### src/sv/uer_pkg.sv
`default_nettype none

package uer_pkg;

  // Width of the per-phase tick counter
  localparam int COUNTER_BITS = 16;
  localparam int CNT_MAX      = (1 << COUNTER_BITS) - 1;

  // Configuration register indexes
  localparam logic [1:0] REG_TIMEOUT  = 2'd0;
  localparam logic [1:0] REG_MM_Q16   = 2'd1;
  localparam logic [1:0] REG_MAX_DIST = 2'd2;
  localparam logic [1:0] REG_TRIGGER  = 2'd3;

  // Measurement status codes
  localparam logic [1:0] ST_OK       = 2'd0;
  localparam logic [1:0] ST_NO_ECHO  = 2'd1;
  localparam logic [1:0] ST_TOO_LONG = 2'd2;
  localparam logic [1:0] ST_BEYOND   = 2'd3;

  typedef struct packed {
    logic start_request;
    logic echo_level;
  } in_t;

  typedef struct packed {
    logic        trigger_level;
    logic        busy_res;
    logic        done_res;
    logic [15:0] range_mm;
    logic [1:0]  status;
  } out_t;

  typedef struct packed {
    logic [15:0] timeout_ticks;
    logic [15:0] mm_per_tick_q16;
    logic [15:0] max_distance_mm;
    logic [7:0]  trigger_ticks;
  } cfg_t;

endpackage

`default_nettype wire

### src/sv/ultrasonic_echo_ranger.sv
// Channel | Signals                            | Transaction
// --------+------------------------------------+------------------------------------
// in      | in_valid, in_ready, in_data        | one tick: start_request, echo_level
// out     | out_valid, out_ready, out_data     | one result per tick item
// cfg     | cfg_valid, cfg_ready, cfg_index,   | register write, always ready
//         | cfg_data                           |
//
// One item per cycle sustained while the output is not stalled; each result passes through
// the input register and then the result register around the step logic.
// The step logic does one 16x16 multiply and a compare at echo fall.
// Reset (rst, synchronous) clears the ranging state and loads default register values.
// A stalled output holds its result; the input register takes one more item and then
// in_ready drops until the result is taken.
`default_nettype none

module ultrasonic_echo_ranger (
  input  wire logic          clk,
  input  wire logic          rst,
  input  wire logic          in_valid,
  output      logic          in_ready,
  input  wire uer_pkg::in_t  in_data,
  output      logic          out_valid,
  input  wire logic          out_ready,
  output      uer_pkg::out_t out_data,
  input  wire logic          cfg_valid,
  output      logic          cfg_ready,
  input  wire logic [1:0]    cfg_index,
  input  wire logic [15:0]   cfg_data
);

  logic          s1_valid;
  uer_pkg::in_t  s1_data;
  logic          s1_adv;
  uer_pkg::cfg_t cfg;
  uer_pkg::out_t res;

  assign s1_adv    = s1_valid && (!out_valid || out_ready);
  assign in_ready  = !s1_valid || s1_adv;
  assign cfg_ready = 1'b1;

  uer_fsm u_fsm (
    .clk  (clk),
    .rst  (rst),
    .step (s1_adv),
    .item (s1_data),
    .cfg  (cfg),
    .res  (res)
  );

  always_ff @(posedge clk) begin
    if (rst) begin
      s1_valid            <= 1'b0;
      out_valid           <= 1'b0;
      cfg.timeout_ticks   <= 16'd25000;
      cfg.mm_per_tick_q16 <= 16'd11239;
      cfg.max_distance_mm <= 16'd4000;
      cfg.trigger_ticks   <= 8'd10;
    end else begin
      if (in_ready) begin
        s1_valid <= in_valid;
      end
      if (s1_adv) begin
        out_valid <= 1'b1;
      end else if (out_ready) begin
        out_valid <= 1'b0;
      end
      if (cfg_valid) begin
        case (cfg_index)
          uer_pkg::REG_TIMEOUT:  cfg.timeout_ticks   <= cfg_data;
          uer_pkg::REG_MM_Q16:   cfg.mm_per_tick_q16 <= cfg_data;
          uer_pkg::REG_MAX_DIST: cfg.max_distance_mm <= cfg_data;
          uer_pkg::REG_TRIGGER:  cfg.trigger_ticks   <= cfg_data[7:0];
          default: begin
          end
        endcase
      end
    end
  end

  // Payload registers: load on transfer, no reset
  always_ff @(posedge clk) begin
    if (in_valid && in_ready) begin
      s1_data <= in_data;
    end
    if (s1_adv) begin
      out_data <= res;
    end
  end

endmodule

`default_nettype wire

### src/sv/uer_fsm.sv
`default_nettype none

module uer_fsm (
  input  wire logic          clk,
  input  wire logic          rst,
  input  wire logic          step,
  input  wire uer_pkg::in_t  item,
  input  wire uer_pkg::cfg_t cfg,
  output uer_pkg::out_t      res
);

  localparam int CW = uer_pkg::COUNTER_BITS;

  typedef enum logic [1:0] {
    PH_IDLE,
    PH_TRIG,
    PH_RISE,
    PH_FALL
  } phase_t;

  phase_t          phase, phase_next;
  logic [CW-1:0]   tick_counter, tick_counter_next;
  logic [15:0]     last_distance, last_distance_next;
  logic [1:0]      last_status, last_status_next;

  logic [31:0]     lim;
  logic [31:0]     tlen;
  logic [CW-1:0]   cnt_inc;
  logic [CW+15:0]  prod;
  logic [31:0]     prod_hi;
  logic [15:0]     range_calc;
  logic            trig;
  logic            done;

  // Budget saturates at the counter's largest value
  assign lim  = (32'(cfg.timeout_ticks) > 32'(uer_pkg::CNT_MAX)) ?
                32'(uer_pkg::CNT_MAX) : 32'(cfg.timeout_ticks);
  assign tlen = (cfg.trigger_ticks == 8'd0) ? 32'd1 : 32'(cfg.trigger_ticks);

  assign prod       = (CW+16)'(tick_counter) * (CW+16)'(cfg.mm_per_tick_q16);
  assign prod_hi    = 32'(prod[CW+15:16]);
  assign range_calc = (prod_hi > 32'h0000_FFFF) ? 16'hFFFF : prod_hi[15:0];

  always_comb begin
    phase_next         = phase;
    tick_counter_next  = tick_counter;
    last_distance_next = last_distance;
    last_status_next   = last_status;
    trig               = 1'b0;
    done               = 1'b0;
    cnt_inc            = tick_counter + CW'(1);

    // A start while idle enters the trigger phase on this same tick
    if (phase == PH_IDLE && item.start_request) begin
      phase_next        = PH_TRIG;
      tick_counter_next = '0;
      cnt_inc           = CW'(1);
    end

    case (phase_next)
      PH_TRIG: begin
        trig              = 1'b1;
        tick_counter_next = cnt_inc;
        if (32'(cnt_inc) >= tlen) begin
          phase_next        = PH_RISE;
          tick_counter_next = '0;
        end
      end
      PH_RISE: begin
        if (32'(tick_counter) >= lim || (!item.echo_level && 32'(cnt_inc) >= lim)) begin
          last_status_next  = uer_pkg::ST_NO_ECHO;
          phase_next        = PH_IDLE;
          tick_counter_next = '0;
          done              = 1'b1;
        end else if (item.echo_level) begin
          phase_next        = PH_FALL;
          tick_counter_next = '0;
        end else begin
          tick_counter_next = cnt_inc;
        end
      end
      PH_FALL: begin
        if (32'(tick_counter) >= lim || (item.echo_level && 32'(cnt_inc) >= lim)) begin
          last_status_next  = uer_pkg::ST_TOO_LONG;
          phase_next        = PH_IDLE;
          tick_counter_next = '0;
          done              = 1'b1;
        end else if (!item.echo_level) begin
          last_distance_next = range_calc;
          last_status_next   = (range_calc <= cfg.max_distance_mm) ?
                               uer_pkg::ST_OK : uer_pkg::ST_BEYOND;
          phase_next         = PH_IDLE;
          tick_counter_next  = '0;
          done               = 1'b1;
        end else begin
          tick_counter_next = cnt_inc;
        end
      end
      default: begin
      end
    endcase

    res.trigger_level = trig;
    res.busy_res      = (phase_next != PH_IDLE);
    res.done_res      = done;
    res.range_mm      = last_distance_next;
    res.status        = last_status_next;
  end

  always_ff @(posedge clk) begin
    if (rst) begin
      phase         <= PH_IDLE;
      tick_counter  <= '0;
      last_distance <= '0;
      last_status   <= '0;
    end else if (step) begin
      phase         <= phase_next;
      tick_counter  <= tick_counter_next;
      last_distance <= last_distance_next;
      last_status   <= last_status_next;
    end
  end

  a_done_not_busy: assert property (@(posedge clk) disable iff (rst)
    res.done_res |-> !res.busy_res)
    else $error("done result while still busy");

  a_trig_busy: assert property (@(posedge clk) disable iff (rst)
    res.trigger_level |-> res.busy_res)
    else $error("trigger driven outside a measurement");

  a_fail_keeps_dist: assert property (@(posedge clk) disable iff (rst)
    res.done_res && (res.status == uer_pkg::ST_NO_ECHO || res.status == uer_pkg::ST_TOO_LONG)
    |-> res.range_mm == last_distance)
    else $error("failed measurement changed distance");

  a_idle_holds: assert property (@(posedge clk) disable iff (rst)
    step && phase == PH_IDLE && !item.start_request |=> phase == PH_IDLE)
    else $error("left idle without a start");

endmodule

`default_nettype wire
### config.mk
export PLATFORM = sky130hd
export DESIGN_NAME = ultrasonic_echo_ranger
export DESIGN_NICKNAME = d
export VERILOG_FILES = /design/src/sv/uer_pkg.sv /design/src/sv/ultrasonic_echo_ranger.sv /design/src/sv/uer_fsm.sv
export SDC_FILE = /design/constraint.sdc
export NUM_CORES = 1
export LEC_CHECK = 0
export ABC_AREA = 0
export ABC_CLOCK_PERIOD_IN_PS = 8540
export BUFFER_PORTS_ARGS = -buffer_cell sky130_fd_sc_hd__clkbuf_2
export CELL_PAD_IN_SITES_DETAIL_PLACEMENT = 1
export CELL_PAD_IN_SITES_GLOBAL_PLACEMENT = 1
export CORE_MARGIN = 2
export CORE_UTILIZATION = 28
export DETAILED_ROUTE_END_ITERATION = 7
export PLACE_DENSITY_LB_ADDON = 0.1
export REMOVE_ABC_BUFFERS = 1
export SYNTH_ARGS = -nofsm -noshare
export SYNTH_HDL_FRONTEND = slang
export SYNTH_SLANG_ARGS = --single-unit
### constraint.sdc
create_clock -name clk -period 8.54 [get_ports clk]
set_clock_uncertainty 0.05 [all_clocks]
set_input_delay 1.281 -clock clk [delete_from_list [all_inputs] [get_ports clk]]
set_output_delay 1.281 -clock clk [all_outputs]
set_load 0.02 [all_outputs]
==> results of run 1 <==
-- report_power, final --
part	switching (W)	internal (W)	total, W
clock	0.000289	0.000529	0.000818
combinational	0.0000936	0.0000468	0.000140
sequential	0.0000201	0.000581	0.000601
total	0.000403	0.00116	0.00156
-- layout make-up --
cell class              instances  area (sq um)  share of cell area
flip-flops and latches        117          2610               0.160
clock buffers                  18           439              0.0270
clock inverters                14           224              0.0138
repair buffers                115           746              0.0458
inverters                     262           983              0.0604
well taps                     672           841              0.0517
multi-input cells            1149         10400               0.641
-- metrics by stage --
| stage | instance area (sq um) | util |
|---|---|---|
| finish | 16300 | 0.324 |
| floorplan | 13900 | - |
| detailed placement | 15500 | 0.309 |
| global route | 16300 | 0.324 |
| global placement | 15500 | 0.309 |
| CTS | 16200 | 0.322 |
-- worst paths after layout --
| kind | start | end | slack [ns] | cells past startpoint |
|---|---|---|---|---|
| max | u_fsm.tick_counter[12]$_SDFFE_PP0P_ | out_data[0]$_DFFE_PP_ | 0.42 | 26 |
| min | cfg[55]$_SDFFE_PP0P_ | cfg[55]$_SDFFE_PP0P_ | 0.41 | 2 |
| max reg2reg | u_fsm.tick_counter[12]$_SDFFE_PP0P_ | out_data[0]$_DFFE_PP_ | 0.42 | 26 |
| min reg2reg | cfg[55]$_SDFFE_PP0P_ | cfg[55]$_SDFFE_PP0P_ | 0.41 | 2 |
-- cell usage in the layout, fill, tap and decap left out, types with 6 or more instances in the layout --
cell type	instances
a211oi_1	6
a21o_1	24
a21oi_1	68
a32o_1	15
and2_1	113
and3_1	9
buf_4	68
clkbuf_16	17
clkbuf_2	47
dfxtp_1	71
dfxtp_2	21
edfxtp_1	23
fa_1	193
ha_1	157
inv_1	261
mux2_2	16
mux2i_1	9
nand2_1	267
nand2b_1	7
nand3_1	28
nand4_1	13
nor2_1	51
nor2b_1	7
nor3_1	6
o211ai_1	18
o21ai_0	16
xnor2_1	13
xor2_1	14
-- cells by family after synthesis --
family	after synthesis
xor gates and xnor gates	27
buffers and inverters	347
adders and majority gates	352
AOI/OAI and AO/OA	206
other	1
and+or+nand+nor	538
muxes	25
DFF	117
-- worst max-delay path, delay by kind of cell (launching register included) --
kind	cells	cell delay (ns)
AND/OR/NAND/NOR	3	0.34
AO/OA/AOI/OAI	11	2.59
flip-flops	1	0.42
XOR/XNOR	1	0.23
buffers and inverters	3	0.49
adder cells (fa/ha/maj)	8	3.72
-- timing repair --
| action | 4_1_cts | 5_1_grt |
|---|---|---|
| pin swaps | 0 | 1 |
| setup buffers | 0 | 1 |
| hold buffers | 0 | 0 |
| gates resized for setup | 9 | 26 |
| setup endpoints to repair | 4 | 4 |
-- sequential cells by signal, summed over array words and instances, names as in the netlist --
register / cells
s1_valid: 1
u_fsm.phase: 2
out_data: 21
u_fsm.last_distance: 16
cfg: 56
s1_data: 2
out_valid: 1
u_fsm.tick_counter: 16
u_fsm.last_status: 2
-- routing by layer --
layer	part of all wire	vias to the layer above	GRT usage
met5	0	-	0
li1	-	5280	-
met3	0.019	21	0.0176
met1	0.50	5656	0.249
met4	0.0074	0	0.0268
met2	0.47	101	0.296
==> reports/qor.yml, run 1 <==
pin_count: 49
path_max_fanout: 12
finalCritPeriodShare: 0.951
crit_slowest_cell: "fa_1"
dr.first_iter.drc_count: 303
worstPathArrival_ns: 8.24
max_freq_ghz: 0.123
clk-insertion-delay-late_ns: 0.43
yosys-top-cells-area: "fa_1, ha_1, dfxtp_1"
rows: 82
tightest_slew_ns: 1.05
dieWidth_um: 230
die_area_sq_um: 52800
grt_util_all_layers: 0.176
htreeDepth: 4
maxCapViolCount: 0
cts-root-buf: "clkbuf_16"
cp_slowest_stage_delay_ns: 0.58
endpoint_kind: "register"
post-dp-hpwl_um: 36200
die_y_um: 230
synth-seq-cells: 117
tns_ns: 0
async_reset_ff_frac: 0
initial_core_util: 0.284
setup_viol: 0
slew_violations: 0
p_leak_nw: 7.78
grt_pass1_vias: 12200
synth-xor-area-share: 0.0166
cts_tree: "yes"
hold_class: "register to register"
postRouteAntennaNets: 0
fillers: 5932
synth.area.mux_share: 0.0189
synth-compound-area-share: 0.0996
syn_area_sq_um: 14300
yosysTopAreaCellShare: 0.271
ys_warn_count: 0
p_per_area_nw_per_um2: 95.8
layout_setup_ws_ns: 0.415
crit_top_cell: "fa_1"
crit_path_start_kind: "register"
vias_per_cell: 4.71
port_buffers: 47
hold_violations: 0
nets: 2038
total_power_w: 0.00156
numCtsBuffers: 17
antenna_found_initial: 1
synth_top_family_by_area: "adder cells"
cts_buffer_depth: 2
gr-total-overflow: 0
area_growth_pct: 14.0
timing.hold.ws_ns: 0.406
yosysMostFrequentCell: "nand2_1"
critPathRequiredTime_ns: 8.66
synth.distinct_cells: 76
gp_congestion: 0.777
grt_pass1_wl_um: 71800
drc_errors: 0
ir_worst_vdd_mv: 0.108
synth_edf_count: 23
clk_pin_slew_worst_paths_ns: 0.06
synth_top_cell_by_area: "fa_1"
avgSynthCellArea_sq_um: 8.85
drive_gt1_frac: 0.126
synthAdderAreaFrac: 0.410
synthCells: 1613
relSlewSlack: 0.302
dpl.cell_count: 2314
wl_per_cell_um: 18.9
synth_ff_type: "dfxtp_1"
drt-total-wl_um: 44400
core_area_sq_um: 50300
seq_area_frac_synth: 0.180
cts.sink_count: 117
fin_cells: 2347
critPathKind: "register to register"
fin_crit_ns: 8.12
outcome: "complete, no violations"
synth-simple-area-share: 0.181
synth_commonest_cells: "nand2_1, inv_1, fa_1"
num_vias: 11100
place_ws_ns: -0.119
antenna_cells: 0
rsz0062_at_grt: "false"
dr.pass1.iters: 4
grt_max_degree: 57
Note: power is estimated with default switching activity, not from simulation.
==> run 2: changes to the inputs <==
- CTS_BUF_LIST: not set -> sky130_fd_sc_hd__clkbuf_8
==> run 2 against run 1 <==
  * Non-clock buffer count did not move
  * First-iteration DRC count rose by 11%
  * Highest routed layer unchanged
  * Clock-buffer cell count did not move
  * Largest cell class unchanged
  * Final cell count did not move
  * Sequential power barely moved
  * Combinational power barely moved
  * Clock power fell by 24%
  * Final area fell by 1.2%
  * Worst hold slack improved by 0.0029 ns
  * Die area did not move
  * Critical path depth did not move
  * Fmax rose by 0.22%
==> reports/qor.yml, run 2 (synthesis results as in run 1) <==
rows: 82
gr-total-overflow: 0
crit_top_cell: "fa_1"
total_power_w: 0.00136
endpoint_kind: "register"
maxCapViolCount: 0
fin_cells: 2347
antenna_found_initial: 1
p_seq_frac: 0.440
port_buffers: 47
final_cell_mix: "nand2_1, inv_1, fa_1"
postRouteAntennaNets: 0
antenna_cells: 0
switching_share: 0.278
p_leak_nw: 7.70
die_y_um: 230
fin_crit_ns: 8.11
cts-root-buf: "clkbuf_8"
layout_setup_ws_ns: 0.433
grt_pass1_wl_um: 71700
core_area_sq_um: 50300
clk-insertion-delay-late_ns: 0.47
drc_errors: 0
nets: 2038
setup_viol: 0
dpl.cell_count: 2314
drive_gt1_frac: 0.126
wl_per_cell_um: 18.9
crit_slowest_cell: "fa_1"
fin_area_sq_um: 16100
finalCritPeriodShare: 0.949
post-dp-hpwl_um: 36200
die_area_sq_um: 52800
htreeDepth: 4
regMostFlops: "cfg"
dieWidth_um: 230
vias_per_cell: 4.69
cts_buffer_depth: 2
timing.hold.ws_ns: 0.408
largest_register_ffs: 56
area_growth_pct: 12.7
grt_util_all_layers: 0.176
crit_path_start_kind: "register"
grt_max_degree: 57
num_vias: 11000
clk_pin_slew_worst_paths_ns: 0.08
grt_pass1_vias: 12200
clockPowerShare: 0.457
cts_tree: "yes"
critPathRequiredTime_ns: 8.69
final_common_cell: "nand2_1"
p_switching_w: 0.000379
dr.first_iter.drc_count: 337
place_ws_ns: -0.119
numCtsBuffers: 17
reg_top3: "cfg x56, out_data x21"
rsz0062_at_grt: "false"
hold_class: "register to register"
hold_violations: 0
gp_congestion: 0.777
tightest_slew_ns: 1.04
cp_slowest_stage_delay_ns: 0.58
cts.sink_count: 117
internal_power_w: 0.000985
cts.hold.buffers_added: 0
slew_violations: 0
path_max_fanout: 12
pin_count: 49
worstPathArrival_ns: 8.26
critPathKind: "register to register"
outcome: "complete, no violations"
place_area_sq_um: 15500
drt-total-wl_um: 44400
dr.pass1.iters: 4
ir_worst_vdd_mv: 0.0780
p_per_area_nw_per_um2: 84.8
initial_core_util: 0.284
max_freq_ghz: 0.123
combinationalPowerShare: 0.103
relSlewSlack: 0.309
[run 2: cell types whose count changed in the layout (fill, tap and decap cells not counted)]
cell and change:
clkbuf_8 +17, dfxtp_4 +1, dfxtp_2 -1, clkbuf_16 -17
[run 2: critical path: cells and delay by family (launching register included)]
family,cells,cell delay [ns]
simple gates,3,0.33
buf+inv,3,0.48
compound gates,11,2.62
xor+xnor,1,0.23
flops,1,0.41
fa+ha+maj,8,3.72
[run 2: what timing repair did]
item,in CTS,in global routing
setup endpoints to repair,4,4
pin swaps,0,1
resized for setup,9,27
buffers inserted,0,1
[run 2: final cells by class]
class	count	area, sq um
timing repair buffer	115	746
inverter	262	983
clock buffer	18	248
clock inverter	14	224
multi-input combinational	1149	10400
tap	672	841
sequential	117	2610
fill	5954	34200
[run 2: power by group through the flow]
stage	sequential [W]	clock (W)	combinational, W
after floorplan	0.000614	0	0.0000650
after global placement	0.000614	0	0.000142
after detailed placement	0.000614	0	0.000144
after CTS	0.000601	0.000644	0.000145
after global routing	0.000603	0.000665	0.000158
final	0.000600	0.000624	0.000140
[run 2: metrics by stage]
stage / TNS [ns] / utilization
2_1_floorplan: 0 / -
3_3_place_gp: -0.0373 / 0.309
3_5_place_dp: -0.263 / 0.309
4_1_cts: 0 / 0.319
5_1_grt: 0 / 0.320
6_report: 0 / 0.320
[run 2: worst paths after layout]
kind,cells after the start,end,slack [ns],from
worst min register to register,2,cfg[55]$_SDFFE_PP0P_,0.41,cfg[55]$_SDFFE_PP0P_
worst max-delay path,26,out_data[0]$_DFFE_PP_,0.43,u_fsm.tick_counter[12]$_SDFFE_PP0P_
worst max register to register,26,out_data[0]$_DFFE_PP_,0.43,u_fsm.tick_counter[12]$_SDFFE_PP0P_
worst min-delay path,2,cfg[55]$_SDFFE_PP0P_,0.41,cfg[55]$_SDFFE_PP0P_
[run 2: per-layer routing]
| layer | share of wire | global-route usage | up-vias |
|---|---|---|---|
| met1 | 0.50 | 0.249 | 5603 |
| met3 | 0.021 | 0.0165 | 20 |
| li1 | - | - | 5288 |
| met4 | 0.0076 | 0.0256 | 0 |
| met5 | 0 | 0 | - |
| met2 | 0.47 | 0.296 | 107 |
==> run 3: changes to the inputs <==
- CORE_ASPECT_RATIO: not set -> 1.5
==> run 3 against run 2 <==
  * Power decreased by 11%
  * Utilization is 0.088 points higher
  * First-iteration DRC count is 15% lower
  * Worst hold slack worse by 0.0039 ns
  * Clock-buffer cell count did not move
  * Final area grew 0.82%
  * Critical path type unchanged
  * Largest power group is now registers
  * Highest routed layer unchanged
==> reports/qor.yml, run 3 (synthesis results as in run 1) <==
outcome: "complete, no violations"
rows: 101
worstPathArrival_ns: 8.30
clk-insertion-delay-late_ns: 0.47
largest_register_ffs: 56
crit_path_start_kind: "register"
place_ws_ns: -0.463
grt_util_all_layers: 0.193
wl_per_cell_um: 20.4
final_common_cell: "nand2_1"
cts.hold.buffers_added: 0
fillers: 6048
regMostFlops: "cfg"
slew_violations: 0
dieWidth_um: 188
gp_congestion: 0.807
gr-total-overflow: 0
reg_top3: "cfg x56, out_data x21"
grt_max_degree: 30
initial_core_util: 0.282
p_leak_nw: 7.82
drt-total-wl_um: 48600
rsz0062_at_grt: "false"
critPathKind: "register to register"
die_area_sq_um: 52800
ir_worst_vdd_mv: 0.119
port_buffers: 47
drc_errors: 0
cts.sink_count: 117
dr.pass1.iters: 4
hold_violations: 0
grt_pass1_wl_um: 76300
nets: 2071
core_area_sq_um: 50500
drive_gt1_frac: 0.136
numCtsBuffers: 17
cts_buffer_depth: 2
fin_crit_ns: 8.14
post-dp-hpwl_um: 40800
clk_pin_slew_worst_paths_ns: 0.07
setup_viol: 0
die_y_um: 280
postRouteAntennaNets: 0
relSlewSlack: 0.335
place_area_sq_um: 15800
maxCapViolCount: 0
tightest_slew_ns: 0.998
num_vias: 11400
hold_class: "register to register"
path_max_fanout: 8
p_per_area_nw_per_um2: 74.8
layout_setup_ws_ns: 0.403
htreeDepth: 4
fin_area_sq_um: 16200
grt_pass1_vias: 13000
endpoint_kind: "register"
finalCritPeriodShare: 0.953
final_cell_mix: "nand2_1, inv_1, fa_1"
antenna_cells: 0
cts_setup_buffers: 0
antenna_found_initial: 1
cts-root-buf: "clkbuf_8"
vias_per_cell: 4.79
dr.first_iter.drc_count: 288
cts_tree: "yes"
pin_count: 49
critPathRequiredTime_ns: 8.70
max_freq_ghz: 0.123
area_growth_pct: 13.7
-- run 3: final timing paths --
check / start / to / slack, ns / depth (start not counted)
worst max-delay path: u_fsm.tick_counter[9]$_SDFFE_PP0P_ / out_data[0]$_DFFE_PP_ / 0.40 / 27
worst min register to register: cfg[52]$_SDFFE_PP0P_ / cfg[52]$_SDFFE_PP0P_ / 0.40 / 2
worst max register to register: u_fsm.tick_counter[9]$_SDFFE_PP0P_ / out_data[0]$_DFFE_PP_ / 0.40 / 27
worst min-delay path: cfg[52]$_SDFFE_PP0P_ / cfg[52]$_SDFFE_PP0P_ / 0.40 / 2
-- run 3: metal layers --
metal  vias to the layer above  wire length (um)  track usage
met3                        84              1180       0.0226
met1                      5793             18000        0.197
met5                         -                 0            0
met2                       162             27500        0.394
met4                         0              1900       0.0765
li1                       5336                 -            -
-- run 3: through the flow --
step / hold WS [ns] / util / instances / total power (W) / setup TNS, ns
after floorplan: 0.380 / - / 1528 / 0.000679 / 0
after global placement: 0.393 / 0.313 / 2345 / 0.000759 / -0.906
after detailed placement: 0.397 / 0.313 / 2345 / 0.000760 / -1.50
after CTS: 0.407 / 0.320 / 2377 / 0.00124 / 0
after global routing: 0.426 / 0.321 / 2377 / 0.00127 / 0
final: 0.404 / 0.321 / 2377 / 0.00121 / 0
-- run 3: final cells by class --
cell class | count | area (sq um) | area share
multi-input combinational | 1149 | 10400 | 0.643
sequential | 117 | 2600 | 0.160
timing repair buffer | 148 | 1030 | 0.0638
inverter | 262 | 983 | 0.0606
tap | 669 | 837 | 0.0516
clock buffer | 18 | 248 | 0.0153
clock inverter | 14 | 95.1 | 0.00586
-- run 3: timing repair --
| action | 4_1_cts | 5_1_grt |
|---|---|---|
| setup endpoints to repair | 4 | 4 |
| gates resized for setup | 11 | 20 |
| endpoints found under the hold margin | 0 | 0 |
-- run 3: where the power goes --
group / switching, W / internal [W]
Clock: 0.000240 / 0.000228
Sequential: 0.0000196 / 0.000580
Combinational: 0.0000954 / 0.0000488
-- run 3: worst max-delay path, cell delays in order (launching register included) --
cell and delay, ns:
dfxtp_2 0.38, buf_4 0.18, and2_1 0.16, fa_1 0.47, inv_1 0.05, fa_1 0.51, inv_1 0.08, fa_1 0.51
fa_1 0.57, fa_1 0.43, fa_1 0.45, ha_1 0.37, a21o_1 0.23, a311o_1 0.32, a211oi_1 0.35, o21ai_2 0.20
a41oi_2 0.28, buf_4 0.16, xnor2_1 0.14, ha_1 0.27, and3_1 0.20, a221o_1 0.42, a221o_1 0.36, o31ai_1 0.19
buf_4 0.16, nor3_1 0.04, a31oi_1 0.21, o21ai_0 0.11
